### config.mk
export PLATFORM = sky130hd
export DESIGN_NAME = ordered_edge_table
export DESIGN_NICKNAME = d
export VERILOG_FILES = /design/src/oet_pkg.sv /design/src/oet_edge_ram.sv /design/src/oet_ctrl.sv /design/src/ordered_edge_table.sv
export SDC_FILE = /design/constraint.sdc
export NUM_CORES = 2
export LEC_CHECK = 0
export CORE_UTILIZATION = 63
export CTS_BUF_LIST = sky130_fd_sc_hd__clkbuf_16
export DETAILED_ROUTE_END_ITERATION = 10
export DONT_BUFFER_PORTS = 1
export PLACE_DENSITY_LB_ADDON = 0.3
export SKIP_LAST_GASP = 1
export SYNTH_ARGS = -nofsm -noshare
export SYNTH_HDL_FRONTEND = slang
export SYNTH_SLANG_ARGS = --single-unit
### constraint.sdc
create_clock -name clk -period 5.1 [get_ports clk]
set_input_delay 0.51 -clock clk [delete_from_list [all_inputs] [get_ports clk]]
set_output_delay 0.51 -clock clk [all_outputs]
set_load 0.02 [all_outputs]
### src/oet_pkg.sv
`default_nettype none

package oet_pkg;

	localparam int CAPACITY_DEF    = 64;
	localparam int VERTEX_BITS_DEF = 8;
	localparam int WEIGHT_BITS_DEF = 16;

	// running total width, fixed by the result format
	localparam int SUM_BITS = 22;

	localparam logic [2:0] REQ_APPEND  = 3'd0;
	localparam logic [2:0] REQ_PREPEND = 3'd1;
	localparam logic [2:0] REQ_DELETE  = 3'd2;
	localparam logic [2:0] REQ_QUERY   = 3'd3;
	localparam logic [2:0] REQ_CLEAR   = 3'd4;

	localparam logic [1:0] STAT_OK      = 2'd0;
	localparam logic [1:0] STAT_FULL    = 2'd1;
	localparam logic [1:0] STAT_NOMATCH = 2'd2;

	typedef enum logic [1:0] {
		S_IDLE,
		S_SCAN,
		S_SHIFT,
		S_DONE
	} oet_state_t;

endpackage : oet_pkg

`default_nettype wire

### src/oet_edge_ram.sv
`default_nettype none

module oet_edge_ram
	import oet_pkg::*;
#(
	parameter int DEPTH = CAPACITY_DEF,
	parameter int WIDTH = 2 * VERTEX_BITS_DEF + WEIGHT_BITS_DEF
) (
	input  wire logic                     clk,
	input  wire logic                     we,
	input  wire logic [$clog2(DEPTH)-1:0] waddr,
	input  wire logic [WIDTH-1:0]         wdata,
	input  wire logic [$clog2(DEPTH)-1:0] raddr,
	output logic      [WIDTH-1:0]         rdata
);

	logic [WIDTH-1:0] mem [DEPTH];

	always_ff @(posedge clk) begin
		if (we) begin
			mem[waddr] <= wdata;
		end
	end

	always_ff @(posedge clk) begin
		rdata <= mem[raddr];
	end

endmodule : oet_edge_ram

`default_nettype wire

### src/oet_ctrl.sv
`default_nettype none

module oet_ctrl
	import oet_pkg::*;
#(
	parameter int CAPACITY    = CAPACITY_DEF,
	parameter int VERTEX_BITS = VERTEX_BITS_DEF,
	parameter int WEIGHT_BITS = WEIGHT_BITS_DEF,
	localparam int IDX_W      = $clog2(CAPACITY),
	localparam int CNT_W      = $clog2(CAPACITY + 1),
	localparam int ENTRY_W    = 2 * VERTEX_BITS + WEIGHT_BITS
) (
	input  wire logic                          clk,
	input  wire logic                          arst_n,
	input  wire logic                          in_valid,
	output logic                               in_stall,
	input  wire logic [2:0]                    req_type,
	input  wire logic [VERTEX_BITS-1:0]        from_vertex,
	input  wire logic [VERTEX_BITS-1:0]        to_vertex,
	input  wire logic signed [WEIGHT_BITS-1:0] edge_weight,
	output logic                               res_valid,
	input  wire logic                          res_ready,
	output logic [1:0]                         res_status,
	output logic [CNT_W-1:0]                   res_count,
	output logic [SUM_BITS-1:0]                res_sum,
	output logic                               mem_we,
	output logic [IDX_W-1:0]                   mem_waddr,
	output logic [ENTRY_W-1:0]                 mem_wdata,
	output logic [IDX_W-1:0]                   mem_raddr,
	input  wire logic [ENTRY_W-1:0]            mem_rdata
);

	oet_state_t state_q, state_d;

	logic [IDX_W-1:0]    head_q;
	logic [CNT_W-1:0]    count_q;
	logic [SUM_BITS-1:0] sum_q;
	logic [1:0]          status_q;

	logic [VERTEX_BITS-1:0] src_q, dst_q;
	logic [CNT_W-1:0]       iss_pos_q;
	logic [IDX_W-1:0]       rd_ptr_q, wr_ptr_q;
	logic                   v_s1;
	logic [CNT_W-1:0]       pos_s1;
	logic [IDX_W-1:0]       ptr_s1;

	logic                   accept, is_insert, full, issue, hit, miss_end, shift_end;
	logic [IDX_W-1:0]       head_dec, tail_slot, rd_ptr_inc, wr_ptr_inc, ptr_s1_inc;
	logic [IDX_W:0]         tail_sum;
	logic [VERTEX_BITS-1:0] rd_src, rd_dst;
	logic signed [WEIGHT_BITS-1:0] rd_wgt;

	assign accept    = in_valid && (state_q == S_IDLE);
	assign in_stall  = (state_q != S_IDLE);
	assign is_insert = (req_type == REQ_APPEND) || (req_type == REQ_PREPEND);
	assign full      = (count_q == CNT_W'(CAPACITY));

	assign head_dec = (head_q == '0) ? IDX_W'(CAPACITY - 1) : head_q - 1'b1;
	assign tail_sum = {1'b0, head_q} + (IDX_W + 1)'(count_q);
	assign tail_slot = (tail_sum >= (IDX_W + 1)'(CAPACITY))
		? IDX_W'(tail_sum - (IDX_W + 1)'(CAPACITY)) : tail_sum[IDX_W-1:0];

	assign rd_ptr_inc = (rd_ptr_q == IDX_W'(CAPACITY - 1)) ? '0 : rd_ptr_q + 1'b1;
	assign wr_ptr_inc = (wr_ptr_q == IDX_W'(CAPACITY - 1)) ? '0 : wr_ptr_q + 1'b1;
	assign ptr_s1_inc = (ptr_s1 == IDX_W'(CAPACITY - 1)) ? '0 : ptr_s1 + 1'b1;

	assign rd_src = mem_rdata[ENTRY_W-1 -: VERTEX_BITS];
	assign rd_dst = mem_rdata[WEIGHT_BITS +: VERTEX_BITS];
	assign rd_wgt = mem_rdata[WEIGHT_BITS-1:0];

	assign issue = ((state_q == S_SCAN) || (state_q == S_SHIFT)) && (iss_pos_q < count_q);
	assign hit   = (state_q == S_SCAN) && v_s1 && (rd_src == src_q) && (rd_dst == dst_q);
	assign miss_end  = (state_q == S_SCAN) && v_s1 && !hit
		&& (pos_s1 == count_q - CNT_W'(1));
	assign shift_end = (state_q == S_SHIFT) && !issue && !v_s1;

	always_comb begin
		state_d = state_q;
		unique case (state_q)
			S_IDLE: begin
				if (in_valid) begin
					if (req_type == REQ_DELETE && count_q != '0) begin
						state_d = S_SCAN;
					end else begin
						state_d = S_DONE;
					end
				end
			end
			S_SCAN: begin
				if (hit) begin
					state_d = S_SHIFT;
				end else if (miss_end) begin
					state_d = S_DONE;
				end
			end
			S_SHIFT: begin
				if (shift_end) begin
					state_d = S_DONE;
				end
			end
			S_DONE: begin
				if (res_ready) begin
					state_d = S_IDLE;
				end
			end
			default: state_d = S_IDLE;
		endcase
	end

	// memory port and result outputs
	always_comb begin
		res_valid  = (state_q == S_DONE);
		res_status = status_q;
		res_count  = count_q;
		res_sum    = sum_q;
		mem_raddr  = rd_ptr_q;
		if (state_q == S_SHIFT) begin
			mem_we    = v_s1;
			mem_waddr = wr_ptr_q;
			mem_wdata = mem_rdata;
		end else begin
			mem_we    = accept && is_insert && !full;
			mem_waddr = (req_type == REQ_PREPEND) ? head_dec : tail_slot;
			mem_wdata = {from_vertex, to_vertex, edge_weight};
		end
	end

	always_ff @(posedge clk or negedge arst_n) begin
		if (!arst_n) begin
			state_q <= S_IDLE;
			head_q  <= '0;
			count_q <= '0;
			sum_q   <= '0;
			v_s1    <= 1'b0;
		end else begin
			state_q <= state_d;
			if (accept) begin
				v_s1 <= 1'b0;
				unique case (req_type)
					REQ_APPEND, REQ_PREPEND: begin
						if (!full) begin
							count_q <= count_q + 1'b1;
							sum_q   <= sum_q + SUM_BITS'(edge_weight);
							if (req_type == REQ_PREPEND) begin
								head_q <= head_dec;
							end
						end
					end
					REQ_CLEAR: begin
						head_q  <= '0;
						count_q <= '0;
						sum_q   <= '0;
					end
					default: ;
				endcase
			end else if (state_q == S_SCAN) begin
				if (hit) begin
					sum_q <= sum_q - SUM_BITS'(rd_wgt);
					v_s1  <= 1'b0;
				end else begin
					v_s1 <= issue;
				end
			end else if (state_q == S_SHIFT) begin
				v_s1 <= issue;
				if (shift_end) begin
					count_q <= count_q - 1'b1;
				end
			end
		end
	end

	// request fields and scan pointers
	always_ff @(posedge clk) begin
		if (accept) begin
			src_q     <= from_vertex;
			dst_q     <= to_vertex;
			iss_pos_q <= '0;
			rd_ptr_q  <= head_q;
			if (is_insert && full) begin
				status_q <= STAT_FULL;
			end else if (req_type == REQ_DELETE && count_q == '0) begin
				status_q <= STAT_NOMATCH;
			end else begin
				status_q <= STAT_OK;
			end
		end else if (state_q == S_SCAN) begin
			if (hit) begin
				// restart reads just past the match, writes land on the match
				iss_pos_q <= pos_s1 + 1'b1;
				rd_ptr_q  <= ptr_s1_inc;
				wr_ptr_q  <= ptr_s1;
			end else begin
				if (miss_end) begin
					status_q <= STAT_NOMATCH;
				end
				pos_s1 <= iss_pos_q;
				ptr_s1 <= rd_ptr_q;
				if (issue) begin
					iss_pos_q <= iss_pos_q + 1'b1;
					rd_ptr_q  <= rd_ptr_inc;
				end
			end
		end else if (state_q == S_SHIFT) begin
			if (issue) begin
				iss_pos_q <= iss_pos_q + 1'b1;
				rd_ptr_q  <= rd_ptr_inc;
			end
			if (v_s1) begin
				wr_ptr_q <= wr_ptr_inc;
			end
		end
	end

endmodule : oet_ctrl

`default_nettype wire

### src/ordered_edge_table.sv
// Ordered table of weighted edges (source, target, signed weight) kept as a
// ring in one synchronous RAM with one write and one read port.
// Input channel: in_valid / in_stall with req_type, from_vertex, to_vertex,
// edge_weight. Output channel: out_valid / out_stall with status,
// edge_count, total_weight. Every request returns exactly one result.
// A transaction is taken when valid is high and stall is low.
// Append, prepend, query and clear pass from acceptance through the done
// state into the output register. A delete scans the ring through the RAM
// read port one entry per cycle, then closes the gap by copying each later
// entry one slot down, one entry per cycle. One request is in work at a
// time; the next is taken as soon as the previous result has moved into the
// output register, even while that register is stalled.
// Reset empties the table and clears the running total; the RAM keeps its
// contents, since only slots that hold an edge are ever read.
// While out_stall is high the result holds and a finished request waits.
`default_nettype none

module ordered_edge_table
	import oet_pkg::*;
#(
	parameter int CAPACITY    = CAPACITY_DEF,
	parameter int VERTEX_BITS = VERTEX_BITS_DEF,
	parameter int WEIGHT_BITS = WEIGHT_BITS_DEF,
	localparam int CNT_W      = $clog2(CAPACITY + 1)
) (
	input  wire logic                          clk,
	input  wire logic                          arst_n,
	input  wire logic                          in_valid,
	output logic                               in_stall,
	input  wire logic [2:0]                    req_type,
	input  wire logic [VERTEX_BITS-1:0]        from_vertex,
	input  wire logic [VERTEX_BITS-1:0]        to_vertex,
	input  wire logic signed [WEIGHT_BITS-1:0] edge_weight,
	output logic                               out_valid,
	input  wire logic                          out_stall,
	output logic [1:0]                         status,
	output logic [CNT_W-1:0]                   edge_count,
	output logic signed [SUM_BITS-1:0]         total_weight
);

	localparam int IDX_W   = $clog2(CAPACITY);
	localparam int ENTRY_W = 2 * VERTEX_BITS + WEIGHT_BITS;

	logic                res_valid, res_ready;
	logic [1:0]          res_status;
	logic [CNT_W-1:0]    res_count;
	logic [SUM_BITS-1:0] res_sum;
	logic                mem_we;
	logic [IDX_W-1:0]    mem_waddr, mem_raddr;
	logic [ENTRY_W-1:0]  mem_wdata, mem_rdata;

	logic                out_valid_q;
	logic [1:0]          status_q;
	logic [CNT_W-1:0]    count_q;
	logic [SUM_BITS-1:0] sum_q;

	oet_ctrl #(
		.CAPACITY    (CAPACITY),
		.VERTEX_BITS (VERTEX_BITS),
		.WEIGHT_BITS (WEIGHT_BITS)
	) u_ctrl (
		.clk         (clk),
		.arst_n      (arst_n),
		.in_valid    (in_valid),
		.in_stall    (in_stall),
		.req_type    (req_type),
		.from_vertex (from_vertex),
		.to_vertex   (to_vertex),
		.edge_weight (edge_weight),
		.res_valid   (res_valid),
		.res_ready   (res_ready),
		.res_status  (res_status),
		.res_count   (res_count),
		.res_sum     (res_sum),
		.mem_we      (mem_we),
		.mem_waddr   (mem_waddr),
		.mem_wdata   (mem_wdata),
		.mem_raddr   (mem_raddr),
		.mem_rdata   (mem_rdata)
	);

	oet_edge_ram #(
		.DEPTH (CAPACITY),
		.WIDTH (ENTRY_W)
	) u_ram (
		.clk   (clk),
		.we    (mem_we),
		.waddr (mem_waddr),
		.wdata (mem_wdata),
		.raddr (mem_raddr),
		.rdata (mem_rdata)
	);

	// output register: load when empty or being drained
	assign res_ready = !out_valid_q || !out_stall;

	always_ff @(posedge clk or negedge arst_n) begin
		if (!arst_n) begin
			out_valid_q <= 1'b0;
		end else if (res_ready) begin
			out_valid_q <= res_valid;
		end
	end

	always_ff @(posedge clk) begin
		if (res_ready && res_valid) begin
			status_q <= res_status;
			count_q  <= res_count;
			sum_q    <= res_sum;
		end
	end

	assign out_valid    = out_valid_q;
	assign status       = status_q;
	assign edge_count   = count_q;
	assign total_weight = sum_q;

	a_count_bound: assert property (@(posedge clk) disable iff (!arst_n)
		out_valid |-> edge_count <= CNT_W'(CAPACITY))
		else $error("edge count above capacity");

	a_full_means_full: assert property (@(posedge clk) disable iff (!arst_n)
		out_valid && status == STAT_FULL |-> edge_count == CNT_W'(CAPACITY))
		else $error("full status with room left");

	a_busy_after_accept: assert property (@(posedge clk) disable iff (!arst_n)
		in_valid && !in_stall |=> in_stall)
		else $error("request taken while previous one still in work");

endmodule : ordered_edge_table

`default_nettype wire

==> impl_metrics.csv <==
group,metric,value,unit
status,status,"complete, no violations",
synthesis,synth.area.mux_share,0.132,
layout,drive_gt1_frac,0.172,
sta,totalNegativeSetupSlack,0,ns
placed_design,portBuffers,0,
synthesis,ys_seq_area_frac,0.745,
sta,hold_viol,0,
clock_tree,cts-htree-levels,4,
clock_tree,clock_latency,0.84,ns
sta,relSlewSlack,0.0462,
routing,vias_per_cell,7.02,
synthesis,ys_ff_latch,2200,
setup_path,max_stage_delay,0.72,ns
global_routing,antenna_found_initial,14,
power_and_ir_drop,p_leak,32.6,nW
synthesis,synthAdderAreaFrac,0.0105,
setup_path,arrival,5.31,ns
synthesis,synthSimpleGateAreaFrac,0.0267,
routing,drtPass1Iterations,6,
global_routing,grt_first_pass_wirelength,329000,um
clock_tree,clkTransAtPathRegs,0.06,ns
synthesis,syn_area_per_cell,18.5,um2
synthesis,synthCells,4752,
synthesis,synthArstFlopShare,0.0177,
synthesis,syn_area,87900,um2
setup_path,critPathKind,"flop to flop",
layout,area_growth,11.9,%
min_path,min_to,"u_ctrl.res_status[1]$_SDFFCE_PN1P_",
global_routing,grt_pass1_vias,46600,
clock_tree,cts_sinks,2200,
clock_tree,clockBufferDepth,3,
clock_tree,cts_buffers,207,
layout,fin_nets,5005,
floorplanning,die_w,375,um
setup_path,r2r-end,"u_ram.mem[32][21]$_DFFE_PP_",
floorplanning,die_h,375,um
floorplanning,die_area,141000,um2
job,maxCapViolations,0,
routing,wl_met3,28200,um
sta,period_needed,4.77,ns
global_routing,grt_max_degree,118,
power_and_ir_drop,max-vdd-ir-drop,0.586,mV
setup_path,rr_startpoint,"u_ctrl.state_q[1]$_DFFE_PN0P_",
synthesis,synth-edff-count,2122,
floorplanning,core-area,138000,um2
sta,skew,0.0380,ns
sta,holdWs,0.0464,ns
clock_tree,cts_tree,"done",
synthesis,synthXorXnorAreaFrac,0.00797,
sta,rsz0062_at_grt,"false",
clock_tree,postCtsSetupBuffers,0,
sta,worstMarginPinSlew,1.43,ns
synthesis,synth_top_family_by_area,"multiplexers",
setup_path,required,5.63,ns
power_and_ir_drop,p_per_area,640,nW/um2
setup_path,worstPathMaxFanout,19,
synthesis,ys.flop_type,"edfxtp_1",
floorplanning,start_util,0.637,
routing,drt-initial-drc-count,7037,
floorplanning,row_count,136,
routing,final_antenna_net_count,0,
clock_tree,cts_resized,0,
synthesis,yosysWarnings,0,
min_path,holdPathStages,2,
synthesis,synth-compound-area-share,0.0629,
synthesis,ys_types,78,
sta,max_freq,0.210,GHz
setup_path,crit_chain,"inv_1 > ha_1 > nand4_1 > or4_4 > o21ai_4 > nand2_2 > o21ai_1 > and2b_2 > nand2_2 > nor2_4 > buf_12",
routing,top_layer,"met5",
routing,routed-wl-met2,106000,um
routing,wl_per_cell,33.3,um
min_path,min_from,"req_type[0]",
routing,vias,48700,
setup_path,worst_r2r_path_depth,11,
synthesis,syn-num-nets,4863,
setup_path,start_kind,"flop",
routing,drt-total-wl,231000,um
sta,setup_viol,0,
clock_tree,clock-root-buffer,"clkbuf_16",
global_routing,grt.total_usage,0.330,
placed_design,dp_hpwl,136000,um
floorplanning,io_pins,72,
setup_path,r2r_slack,0.33,ns
clock_tree,cts_hold_buf,23,
setup_path,cpMaxStageDelayCell,"or4_4",
sta,report.final.slew_viol_count,0,
min_path,hold_class,"input pin to flop",
setup_path,worst_path_most_repeated_cell,"nand2_2",
placed_design,routabilityCongestion,0.960,
layout,finalCoreUtilization,0.713,
sta,fin_crit_sh,0.936,
setup_path,endpoint_kind,"flop",
routing,wl_met1,84600,um
routing,drc,0,
global_routing,grt-ovfl-total,0,
worst max path at each step:
| stage | from | endpoint | slack (ns) | cells after the start |
|---|---|---|---|---|
| floorplan | u_ctrl.state_q[0]$_DFFE_PN0P_ | u_ram.mem[0][1]$_DFFE_PP_ | 0.41 | 6 |
| global placement | u_ctrl.state_q[1]$_DFFE_PN0P_ | u_ram.mem[23][27]$_DFFE_PP_ | 0.45 | 11 |
| detailed placement | u_ctrl.state_q[1]$_DFFE_PN0P_ | u_ram.mem[23][18]$_DFFE_PP_ | 0.40 | 11 |
| CTS | u_ctrl.state_q[1]$_DFFE_PN0P_ | u_ram.mem[32][21]$_DFFE_PP_ | 0.38 | 11 |
| global route | u_ctrl.state_q[1]$_DFFE_PN0P_ | u_ram.mem[23][15]$_DFFE_PP_ | 0.19 | 11 |
| finish | u_ctrl.state_q[1]$_DFFE_PN0P_ | u_ram.mem[32][21]$_DFFE_PP_ | 0.33 | 11 |
final cells by class:
type,count,area (um2)
sequential,2200,65500
antenna,7,17.5
clock inverter,178,1320
timing repair buffer,195,2040
inverter,44,170
fill,7968,39700
tap,1863,2330
multi-input combinational,2246,21700
clock buffer,210,5260
Yosys cell counts, types with 12 or more instances:
cell type,count,area share
a211oi_1,46,0.0039
a21o_1,20,0.0017
a21oi_1,136,0.0077
a221oi_1,28,0.0028
a31oi_1,15,0.0011
buf_1,28,0.0012
buf_2,81,0.0046
clkbuf_1,142,0.0061
dfrtp_1,39,0.011
dfxtp_1,39,0.0089
edfxtp_1,2122,0.73
ha_1,69,0.0098
inv_1,42,0.0018
mux2_2,35,0.0045
mux2i_1,477,0.054
mux4_2,285,0.073
nand2_1,194,0.0083
nand2b_1,14,0.0010
nand3_1,28,0.0016
nor2_1,185,0.0079
nor3_1,50,0.0028
o21a_1,12,0.0010
o21ai_0,59,0.0034
o21ai_1,12,0.00068
o221ai_1,282,0.028
o22ai_1,78,0.0056
xnor2_1,41,0.0041
xor2_1,39,0.0039
critical path: cells and delay by family (launching register included):
| family | cells | cell delay [ns] |
|---|---|---|
| buffers and inverters | 2 | 0.39 |
| AOI/OAI and AO/OA | 2 | 0.65 |
| adders and majority gates | 1 | 0.45 |
| and+or+nand+nor | 6 | 2.52 |
| DFF | 1 | 0.41 |
logic make-up (layout without fill, tap and decap cells):
group | count (synthesis) | after routing
compound gates | 759 | 759
xor+xnor | 80 | 80
fa+ha+maj | 72 | 72
buf+inv | 306 | 627
flops | 2200 | 2200
mux | 799 | 799
other cells | 0 | 7
simple gates | 536 | 536
stage by stage:
step	cells	instance area (um2)	worst slack, ns	total power, mW
floorplan	4752	87900	0.407	37.9
detailed placement	6525	91500	0.397	47.6
finish	6943	98400	0.328	62.9
global route	6938	98300	0.192	64.5
CTS	6936	98300	0.380	62.4
global placement	6525	91500	0.453	47.1
state kept, by name (all words and copies together) (netlist names), 6 cells and up:
| register | flops |
|---|---|
| edge_count | 7 |
| total_weight | 22 |
| u_ctrl.dst_q | 8 |
| u_ctrl.head_q | 6 |
| u_ctrl.iss_pos_q | 7 |
| u_ctrl.mem_raddr | 6 |
| u_ctrl.pos_s1 | 7 |
| u_ctrl.ptr_s1 | 6 |
| u_ctrl.res_count | 7 |
| u_ctrl.res_sum | 22 |
| u_ctrl.src_q | 8 |
| u_ctrl.wr_ptr_q | 6 |
| u_ram.mem | 2048 |
| u_ram.rdata | 32 |
per-layer routing:
| layer | up-vias | track usage |
|---|---|---|
| met4 | 8 | 0.161 |
| li1 | 19900 | - |
| met3 | 512 | 0.0800 |
| met1 | 24800 | 0.460 |
| met2 | 3501 | 0.494 |
| met5 | - | 0 |
power breakdown:
group          leakage, nW  total, mW  internal [mW]  switching, mW
clock                 3.42       14.9           8.32           6.56
combinational         9.33       23.8           7.43           16.4
sequential            19.9       24.2           23.3          0.873
total                 32.6       62.9           39.1           23.8
cells in the final DEF, fill, tap and decap left out, drive strengths merged, types with 37 or more instances in the layout:
cell,n
a211oi,46
a21oi,138
buf,173
clkbuf,210
clkinv,95
dfrtp,39
dfxtp,39
edfxtp,2122
ha,69
inv,104
mux2,37
mux2i,477
mux4,285
nand2,204
nor2,185
nor3,50
o21ai,72
o221ai,282
o22ai,78
xnor2,41
xor2,39
Note: power is estimated with default switching activity, not from simulation.
